--- src/bitmap_block_allocator_core_assert.svh ---
// assertion macros for the bitmap block allocator
// expects clk and rst_n in the scope of use
`ifndef BITMAP_BLOCK_ALLOCATOR_CORE_ASSERT_SVH
`define BITMAP_BLOCK_ALLOCATOR_CORE_ASSERT_SVH

// consequent must hold in the same cycle as the antecedent
`define BBA_ASSERT_IMPL(lbl, ante, cons, msg) \
  lbl: assert property (@(posedge clk) disable iff (!rst_n) (ante) |-> (cons)) else $error(msg);

// consequent must hold in the cycle after the antecedent
`define BBA_ASSERT_NEXT(lbl, ante, cons, msg) \
  lbl: assert property (@(posedge clk) disable iff (!rst_n) (ante) |=> (cons)) else $error(msg);

`endif

--- src/bba_pkg.sv ---
// shared types and constants for the bitmap block allocator
// no dependencies
`timescale 1ns / 1ps
`default_nettype none

package bba_pkg;

  localparam int NUM_BLOCKS_DEF  = 32;
  localparam int BLOCK_BYTES_DEF = 128;

  localparam int CMD_W    = 2;
  localparam int LEN_W    = 6;
  localparam int IDX_W    = 6;
  localparam int GRANT_W  = 5;
  localparam int OFFSET_W = 12;
  localparam int USED_W   = 6;
  localparam int MAP_W    = 32;

  localparam logic [CMD_W-1:0] CMD_ALLOC = 2'd0;
  localparam logic [CMD_W-1:0] CMD_RUN   = 2'd1;
  localparam logic [CMD_W-1:0] CMD_FREE  = 2'd2;

  typedef enum logic [1:0] {
    ST_OK     = 2'd0,
    ST_FULL   = 2'd1,
    ST_BADLEN = 2'd2,
    ST_BADIDX = 2'd3
  } status_t;

endpackage

`default_nettype wire

--- src/bba_req_if.sv ---
// request channel of the bitmap block allocator
// depends on bba_pkg
`timescale 1ns / 1ps
`default_nettype none

interface bba_req_if;
  import bba_pkg::*;

  logic             valid;
  logic             ready;
  logic [CMD_W-1:0] cmd;
  logic [LEN_W-1:0] run_length;
  logic [IDX_W-1:0] block_index;

  modport source (output valid, output cmd, output run_length, output block_index,
                  input ready);
  modport sink (input valid, input cmd, input run_length, input block_index,
                output ready);
endinterface

`default_nettype wire

--- src/bba_rsp_if.sv ---
// result channel of the bitmap block allocator
// depends on bba_pkg
`timescale 1ns / 1ps
`default_nettype none

interface bba_rsp_if;
  import bba_pkg::*;

  logic                valid;
  logic                ready;
  status_t             status;
  logic [GRANT_W-1:0]  granted_index;
  logic [OFFSET_W-1:0] byte_offset;
  logic [USED_W-1:0]   used_blocks;
  logic [MAP_W-1:0]    occupancy_map;

  modport source (output valid, output status, output granted_index, output byte_offset,
                  output used_blocks, output occupancy_map, input ready);
  modport sink (input valid, input status, input granted_index, input byte_offset,
                input used_blocks, input occupancy_map, output ready);
endinterface

`default_nettype wire

--- src/bitmap_block_allocator_core.sv ---
// bitmap block allocator, first fit, over a pool of NUM_BLOCKS blocks
// depends on bba_pkg, bba_req_if, bba_rsp_if and the assertion macro header
//
// usage:
//   in_req  carries one request: cmd (allocate one, allocate run, free),
//           run_length and block_index; taken when valid and ready are high
//   out_rsp carries one result per request: status, granted index, byte
//           offset, allocated block count and the occupancy map after it
// timing:
//   a free, a bad run length or an unknown command goes from idle straight to
//   the done state; an allocation scans start positions one per cycle with
//   a single masked compare, then goes to the done state on a grant or
//   once the last start position fails; the done state loads the result
//   into the output register and ready returns in the same cycle, so a new
//   request is not taken until the last one has its result loaded
// reset:
//   every block free, count zero, no result pending
// back-pressure:
//   the result sits in an output register; a new request may be taken while
//   it waits, but that request's result holds until the output is taken
`timescale 1ns / 1ps
`default_nettype none

module bitmap_block_allocator_core #(
  parameter int NUM_BLOCKS  = bba_pkg::NUM_BLOCKS_DEF,
  parameter int BLOCK_BYTES = bba_pkg::BLOCK_BYTES_DEF
) (
  input  wire       clk,
  input  wire       rst_n,
  bba_req_if.sink   in_req,
  bba_rsp_if.source out_rsp
);
  import bba_pkg::*;

  localparam int IW   = $clog2(NUM_BLOCKS);
  localparam int UW   = $clog2(NUM_BLOCKS + 1);
  localparam int BB_W = $clog2(BLOCK_BYTES + 1);
  localparam int CW   = LEN_W + 1;
  localparam logic [CW-1:0]   NB_CMP = CW'(NUM_BLOCKS);
  localparam logic [BB_W-1:0] BB_L   = BB_W'(BLOCK_BYTES);

  typedef enum logic [1:0] {S_IDLE, S_SCAN, S_DONE} state_t;

  state_t                 state_r, state_nxt;
  logic [NUM_BLOCKS-1:0]  occ_r, occ_nxt;
  logic [UW-1:0]          used_r, used_nxt;
  logic [NUM_BLOCKS-1:0]  mask_r, mask_nxt;
  logic [IW-1:0]          pos_r, pos_nxt;
  logic [UW-1:0]          len_r, len_nxt;
  status_t                st_r, st_nxt;
  logic [IW-1:0]          grant_r, grant_nxt;

  logic                   out_valid_r, out_valid_nxt;
  status_t                out_status_r, out_status_nxt;
  logic [GRANT_W-1:0]     out_grant_r, out_grant_nxt;
  logic [OFFSET_W-1:0]    out_offset_r, out_offset_nxt;
  logic [USED_W-1:0]      out_used_r, out_used_nxt;
  logic [MAP_W-1:0]       out_map_r, out_map_nxt;

  logic [NUM_BLOCKS-1:0]  mask_init;
  logic [IDX_W-1:0]       grant_ext;
  logic [IDX_W+BB_W-1:0]  offset_prod;
  logic [CW-1:0]          len_ext;
  logic [CW-1:0]          idx_ext;
  logic                   fits;

  assign len_ext     = {1'b0, in_req.run_length};
  assign idx_ext     = {1'b0, in_req.block_index};
  assign grant_ext   = IDX_W'(grant_r);
  assign offset_prod = grant_ext * BB_L;
  assign fits        = ((occ_r & mask_r) == '0);

  always_comb begin
    for (int j = 0; j < NUM_BLOCKS; j++) begin
      mask_init[j] = (in_req.cmd == CMD_ALLOC) ? (j == 0) : (CW'(j) < len_ext);
    end
  end

  assign in_req.ready = (state_r == S_IDLE);

  always_comb begin
    state_nxt      = state_r;
    occ_nxt        = occ_r;
    used_nxt       = used_r;
    mask_nxt       = mask_r;
    pos_nxt        = pos_r;
    len_nxt        = len_r;
    st_nxt         = st_r;
    grant_nxt      = grant_r;
    out_valid_nxt  = out_valid_r;
    out_status_nxt = out_status_r;
    out_grant_nxt  = out_grant_r;
    out_offset_nxt = out_offset_r;
    out_used_nxt   = out_used_r;
    out_map_nxt    = out_map_r;

    if (out_valid_r && out_rsp.ready) begin
      out_valid_nxt = 1'b0;
    end

    case (state_r)
      S_IDLE: begin
        if (in_req.valid) begin
          grant_nxt = '0;
          mask_nxt  = mask_init;
          pos_nxt   = '0;
          state_nxt = S_DONE;
          case (in_req.cmd)
            CMD_ALLOC: begin
              len_nxt   = UW'(1);
              state_nxt = S_SCAN;
            end
            CMD_RUN: begin
              if (len_ext == '0 || len_ext > NB_CMP) begin
                st_nxt = ST_BADLEN;
              end else begin
                len_nxt   = UW'(in_req.run_length);
                state_nxt = S_SCAN;
              end
            end
            CMD_FREE: begin
              if (idx_ext >= NB_CMP || !occ_r[in_req.block_index[IW-1:0]]) begin
                st_nxt = ST_BADIDX;
              end else begin
                occ_nxt[in_req.block_index[IW-1:0]] = 1'b0;
                used_nxt = used_r - UW'(1);
                st_nxt   = ST_OK;
              end
            end
            default: begin
              st_nxt = ST_BADIDX;
            end
          endcase
        end
      end
      S_SCAN: begin
        if (fits) begin
          occ_nxt   = occ_r | mask_r;
          used_nxt  = used_r + len_r;
          st_nxt    = ST_OK;
          grant_nxt = pos_r;
          state_nxt = S_DONE;
        end else if (mask_r[NUM_BLOCKS-1]) begin
          st_nxt    = ST_FULL;
          state_nxt = S_DONE;
        end else begin
          mask_nxt = {mask_r[NUM_BLOCKS-2:0], 1'b0};
          pos_nxt  = pos_r + IW'(1);
        end
      end
      S_DONE: begin
        if (!out_valid_r || out_rsp.ready) begin
          out_valid_nxt  = 1'b1;
          out_status_nxt = st_r;
          out_grant_nxt  = GRANT_W'(grant_ext);
          out_offset_nxt = OFFSET_W'(offset_prod);
          out_used_nxt   = USED_W'(used_r);
          out_map_nxt    = MAP_W'(occ_r);
          state_nxt      = S_IDLE;
        end
      end
      default: begin
        state_nxt = S_IDLE;
      end
    endcase
  end

  always_ff @(posedge clk) begin
    if (!rst_n) begin
      state_r     <= S_IDLE;
      occ_r       <= '0;
      used_r      <= '0;
      out_valid_r <= 1'b0;
    end else begin
      state_r     <= state_nxt;
      occ_r       <= occ_nxt;
      used_r      <= used_nxt;
      out_valid_r <= out_valid_nxt;
    end
    mask_r       <= mask_nxt;
    pos_r        <= pos_nxt;
    len_r        <= len_nxt;
    st_r         <= st_nxt;
    grant_r      <= grant_nxt;
    out_status_r <= out_status_nxt;
    out_grant_r  <= out_grant_nxt;
    out_offset_r <= out_offset_nxt;
    out_used_r   <= out_used_nxt;
    out_map_r    <= out_map_nxt;
  end

  assign out_rsp.valid         = out_valid_r;
  assign out_rsp.status        = out_status_r;
  assign out_rsp.granted_index = out_grant_r;
  assign out_rsp.byte_offset   = out_offset_r;
  assign out_rsp.used_blocks   = out_used_r;
  assign out_rsp.occupancy_map = out_map_r;

`include "bitmap_block_allocator_core_assert.svh"

  `BBA_ASSERT_IMPL(a_count_matches_map, 1'b1, $countones(occ_r) == used_r, "count and map disagree")
  `BBA_ASSERT_IMPL(a_scan_mask_live, state_r == S_SCAN, mask_r != '0, "scan mask shifted out")
  `BBA_ASSERT_NEXT(a_done_loads_output, state_r == S_DONE && state_nxt == S_IDLE, out_valid_r, "result not loaded")

endmodule

`default_nettype wire
--- src/flat_wrapper.sv ---
// flat-port wrapper written by rule: the top's interface ports become plain ports
module bitmap_block_allocator_core_flat import bba_pkg::*;
#(
  parameter int NUM_BLOCKS  = bba_pkg::NUM_BLOCKS_DEF,
  parameter int BLOCK_BYTES = bba_pkg::BLOCK_BYTES_DEF
)
  (clk, rst_n, in_req_valid, in_req_cmd, in_req_run_length, in_req_block_index, in_req_ready, out_rsp_valid, out_rsp_status, out_rsp_granted_index, out_rsp_byte_offset, out_rsp_used_blocks, out_rsp_occupancy_map, out_rsp_ready);
  bba_req_if in_req_i ();
  bba_rsp_if out_rsp_i ();
  input  wire clk;
  input  wire rst_n;
  input wire logic [$bits(in_req_i.valid)-1:0] in_req_valid;
  input wire logic [$bits(in_req_i.cmd)-1:0] in_req_cmd;
  input wire logic [$bits(in_req_i.run_length)-1:0] in_req_run_length;
  input wire logic [$bits(in_req_i.block_index)-1:0] in_req_block_index;
  output wire logic [$bits(in_req_i.ready)-1:0] in_req_ready;
  output wire logic [$bits(out_rsp_i.valid)-1:0] out_rsp_valid;
  output wire logic [$bits(out_rsp_i.status)-1:0] out_rsp_status;
  output wire logic [$bits(out_rsp_i.granted_index)-1:0] out_rsp_granted_index;
  output wire logic [$bits(out_rsp_i.byte_offset)-1:0] out_rsp_byte_offset;
  output wire logic [$bits(out_rsp_i.used_blocks)-1:0] out_rsp_used_blocks;
  output wire logic [$bits(out_rsp_i.occupancy_map)-1:0] out_rsp_occupancy_map;
  input wire logic [$bits(out_rsp_i.ready)-1:0] out_rsp_ready;
  assign in_req_i.valid = in_req_valid;
  assign in_req_i.cmd = in_req_cmd;
  assign in_req_i.run_length = in_req_run_length;
  assign in_req_i.block_index = in_req_block_index;
  assign in_req_ready = in_req_i.ready;
  assign out_rsp_valid = out_rsp_i.valid;
  assign out_rsp_status = out_rsp_i.status;
  assign out_rsp_granted_index = out_rsp_i.granted_index;
  assign out_rsp_byte_offset = out_rsp_i.byte_offset;
  assign out_rsp_used_blocks = out_rsp_i.used_blocks;
  assign out_rsp_occupancy_map = out_rsp_i.occupancy_map;
  assign out_rsp_i.ready = out_rsp_ready;
  bitmap_block_allocator_core #(.NUM_BLOCKS(NUM_BLOCKS), .BLOCK_BYTES(BLOCK_BYTES)) u_core (.clk(clk), .rst_n(rst_n), .in_req(in_req_i), .out_rsp(out_rsp_i));
endmodule
--- config.mk ---
export PLATFORM = sky130hd
export DESIGN_NAME = bitmap_block_allocator_core_flat
export DESIGN_NICKNAME = d
export VERILOG_FILES = /design/src/bba_pkg.sv /design/src/bba_req_if.sv /design/src/bba_rsp_if.sv /design/src/bitmap_block_allocator_core.sv /design/src/flat_wrapper.sv
export VERILOG_INCLUDE_DIRS = /design/src /design/src/src
export SDC_FILE = /design/constraint.sdc
export NUM_CORES = 1
export LEC_CHECK = 0
export ABC_AREA = 1
export BUFFER_PORTS_ARGS = -buffer_cell sky130_fd_sc_hd__buf_2
export CAP_MARGIN = 25
export CORE_MARGIN = 4
export CORE_UTILIZATION = 45
export CTS_CLUSTER_DIAMETER = 150
export DETAILED_ROUTE_END_ITERATION = 8
export PLACE_DENSITY = 0.61
export SLEW_MARGIN = 20
export SYNTH_ARGS = -nofsm -noshare
export SYNTH_HDL_FRONTEND = slang
export SYNTH_SLANG_ARGS = --single-unit
--- constraint.sdc ---
create_clock -name clk -period 7.6 [get_ports clk]
set_clock_uncertainty 0.05 [all_clocks]
set_input_delay 0.38 -clock clk [delete_from_list [all_inputs] [get_ports clk]]
set_output_delay 0.38 -clock clk [all_outputs]
set_load 0.05 [all_outputs]
==> impl_metrics.py <==
metrics = {
    "layout": {
        "fillers": 1382,
        "fin_area_um2": 7780,
        "drive_above_1_share_pct": 13.2,
        "syn_to_final_growth_pct": 14.2,
        "multi_input_area_um2": 2580,
        "fin_nets": 896,
        "fin_cells": 1065,
        "fin_util_pct": 53.0,
        "n_antenna_cell": 0,
        "regArea_um2": 3670,
    },
    "timing": {
        "final-max-slew-violation-count": 0,
        "worst_slack_ns": 4.49,
        "whs_ns": 0.198,
        "rsz0062_at_grt": "false",
        "maxClockFrequency_mhz": 321,
        "relSlewSlack_pct": 40.9,
        "setup_viol": 0,
        "final.min_clock_period_ns": 3.11,
        "worst_pin_slew_ns": 0.886,
        "fin_setup_tns_ns": 0,
        "finalHoldViolCount": 0,
        "post-route-period-util_pct": 40.9,
    },
    "logic_synthesis": {
        "synth_ff_type": "edfxtp_1",
        "syn_inst": 819,
        "yosysSeqAreaShare_pct": 53.9,
        "postSynthAreaPerCell_um2": 8.32,
        "async_reset_ff_share_pct": 0,
        "synth_edf_count": 95,
        "synth_area_um2": 6820,
        "yosys_warnings": 0,
        "ys_types": 32,
        "synth_seq_cells": 136,
    },
    "outcome": {
        "outcome": "finished, final reports clean",
    },
    "drt": {
        "detail_route.wl_per_cell_um": 16.2,
        "drc": 0,
        "num_vias": 5720,
        "ant_nets": 0,
        "drtPass1Iterations": 5,
        "wl_mm": 17.2,
        "via_per_inst": 5.37,
        "drtIter0Drc": 511,
    },
    "clocking": {
        "clk_pin_slew_worst_paths_ns": 0.06,
        "ctsLongestPathBuffers": 2,
        "hold_buffers": 0,
        "cts_made_buffers": 17,
        "cts-root-buf": "clkbuf_16",
        "insertion_delay_ns": 0.42,
        "cts_max_level": 4,
        "cts_tree": "yes",
        "cts_setup_buffers": 0,
        "cts_resized": 0,
        "cts.sinks": 136,
    },
    "power": {
        "ir_drop_mv": 0.114,
        "total_power_mw": 2.04,
        "power_leakage_nw": 3.18,
        "power.density_nw_per_um2": 262,
    },
    "die": {
        "chipHeight_um": 131,
        "coreArea_um2": 14700,
        "rows": 44,
        "start_util_pct": 46.4,
        "dieArea_um2": 17200,
        "die_width_um": 131,
        "io_pins": 77,
    },
    "global_routing": {
        "grt.overflow.total": 0,
        "grt_start_max_net_pins": 61,
        "grt_pass1_vias": 5187,
        "grt_first_pass_wirelength_mm": 27.0,
        "grt_use_total_pct": 20.5,
        "antenna_found_initial": 0,
    },
    "setup_path": {
        "slowest_delay_ns": 0.74,
        "critPathSlowestCell": "dfxtp_1",
        "crit_family": "simple AND/OR/NAND/NOR gates",
        "crit_path_start_kind": "flip-flop",
        "r2r_start": "u_core.state_r[0]",
        "crit_chain": "inv_1 -> nor2_2 -> inv_1 -> or2_2 -> ha_1 -> a21oi_1 -> nand2_1 -> nand2_1 -> nand2_1 -> a21oi_1 -> xor2_1 -> nand3_1 -> a21oi_1",
        "path_class": "flip-flop to flip-flop",
        "cp_num_buf_inv": 2,
        "critPathArrivalTime_ns": 3.39,
        "reg2reg_slack_ns": 4.49,
        "crit_required_ns": 7.88,
        "r2r_end": "u_core.used_r[5]",
        "rr_worst_depth": 13,
        "crit_fanout": 22,
        "end_kind": "flip-flop",
    },
    "flow_run": {
        "maxCapViolCount": 0,
    },
    "placement": {
        "dp_worst_setup_slack_ns": 4.25,
        "place_inst": 1033,
        "dp_hpwl_mm": 12.4,
        "place.gp.congestion": 0.911,
        "placed_cell_area_um2": 7200,
        "port_buffers": 69,
    },
    "worst_hold_path": {
        "hold_path_class": "input port to flip-flop",
        "hold_depth": 3,
        "hold_end": "u_core.len_r[0]",
        "min-delay-start": "in_req_run_length[0]",
    },
}
==> synthesized netlist by cell type, drive strengths merged (9+ instances only) <==
cell type | number | area (um2)
nor3 | 11 | 55.1
nand2 | 218 | 823
inv | 88 | 330
nand3 | 54 | 270
clkbuf | 19 | 71.3
nor2 | 86 | 328
edfxtp | 95 | 2850
o22ai | 9 | 56.3
ha | 9 | 113
dfxtp | 41 | 821
o21ai | 75 | 375
nand4 | 14 | 87.6
a21oi | 33 | 165
buf | 30 | 189
o31ai | 18 | 135
==> area by class of cell <==
cell class	instances	area share [%]
flip-flops and latches	136	47.2
multi-input cells	550	33.2
clock buffers	20	5.87
repair buffers	73	4.82
inverters	90	4.34
well taps	184	2.96
clock inverters	12	1.61
==> where the power goes <==
| part | total (mW) | leakage [nW] | internal (mW) | switching [mW] |
|---|---|---|---|---|
| sequential | 0.909 | 1.23 | 0.870 | 0.0387 |
| clock | 0.802 | 0.284 | 0.498 | 0.304 |
| combinational | 0.327 | 1.66 | 0.0704 | 0.256 |
| total | 2.04 | 3.18 | 1.44 | 0.599 |
==> registers in the layout (all words and copies together), names as in the netlist, 5 cells and up <==
| register | flops |
|---|---|
| u_core.out_rsp.granted_index | 5 |
| u_core.grant_r | 5 |
| u_core.len_r | 6 |
| u_core.occ_r | 32 |
| u_core.out_rsp.occupancy_map | 32 |
| u_core.out_rsp.used_blocks | 6 |
| u_core.used_r | 6 |
| u_core.mask_r | 32 |
| u_core.pos_r | 5 |
==> worst max path at each step <==
| stage | from | end | slack [ns] | cells past startpoint |
|---|---|---|---|---|
| floorplan | u_core.state_r[1] | u_core.out_rsp.granted_index[0] | 3.16 | 3 |
| global placement | in_req_block_index[0] | u_core.occ_r[6] | 4.40 | 15 |
| detailed placement | in_req_block_index[1] | u_core.occ_r[17] | 4.25 | 13 |
| CTS | u_core.state_r[0] | u_core.used_r[5] | 4.50 | 13 |
| global route | u_core.state_r[0] | u_core.used_r[5] | 4.17 | 13 |
| finish | u_core.state_r[0] | u_core.used_r[5] | 4.49 | 13 |
==> cells by family after synthesis <==
logic type	after synthesis	share of synthesized area (%)
AND/OR/NAND/NOR	389	23.5
AO/OA/AOI/OAI	139	11.2
buffers and inverters	139	8.77
flip-flops	136	53.9
adder cells (fa/ha/maj)	10	1.95
XOR/XNOR	5	0.642
other	1	0.0550
==> cell usage in the layout, fill, tap and decap left out, drive strengths merged <==
cell	instances
fa	1
inv	89
a21oi	33
or2	5
bufinv	2
xor2	3
ha	9
clkbuf	20
nand4	14
buf	73
dfxtp	41
nand3b	1
nor3	11
clkinv	9
clkinvlp	2
conb	7
o211ai	2
o21a	1
nor2	86
o221ai	1
o22ai	9
xnor2	2
nand3	54
nand2	218
o21ai	75
o31ai	18
edfxtp	95
==> layer usage <==
metal	vias up	GRT usage, %	wire (um)
li1	2798	-	-
met1	2645	29.5	8040
met2	239	30.3	7560
met3	38	5.39	1330
met4	0	6.78	294
met5	-	0	0
==> worst reg2reg max path, delay by kind of cell (launching register included) <==
kind                       cells  cell delay [ns]
AOI/OAI and AO/OA              3             0.47
xor gates and xnor gates       1             0.15
adders and majority gates      1             0.33
buffers and inverters          2             0.45
DFF                            1             0.74
and+or+nand+nor                6             0.84
Power figures use the tool's default switching activity.
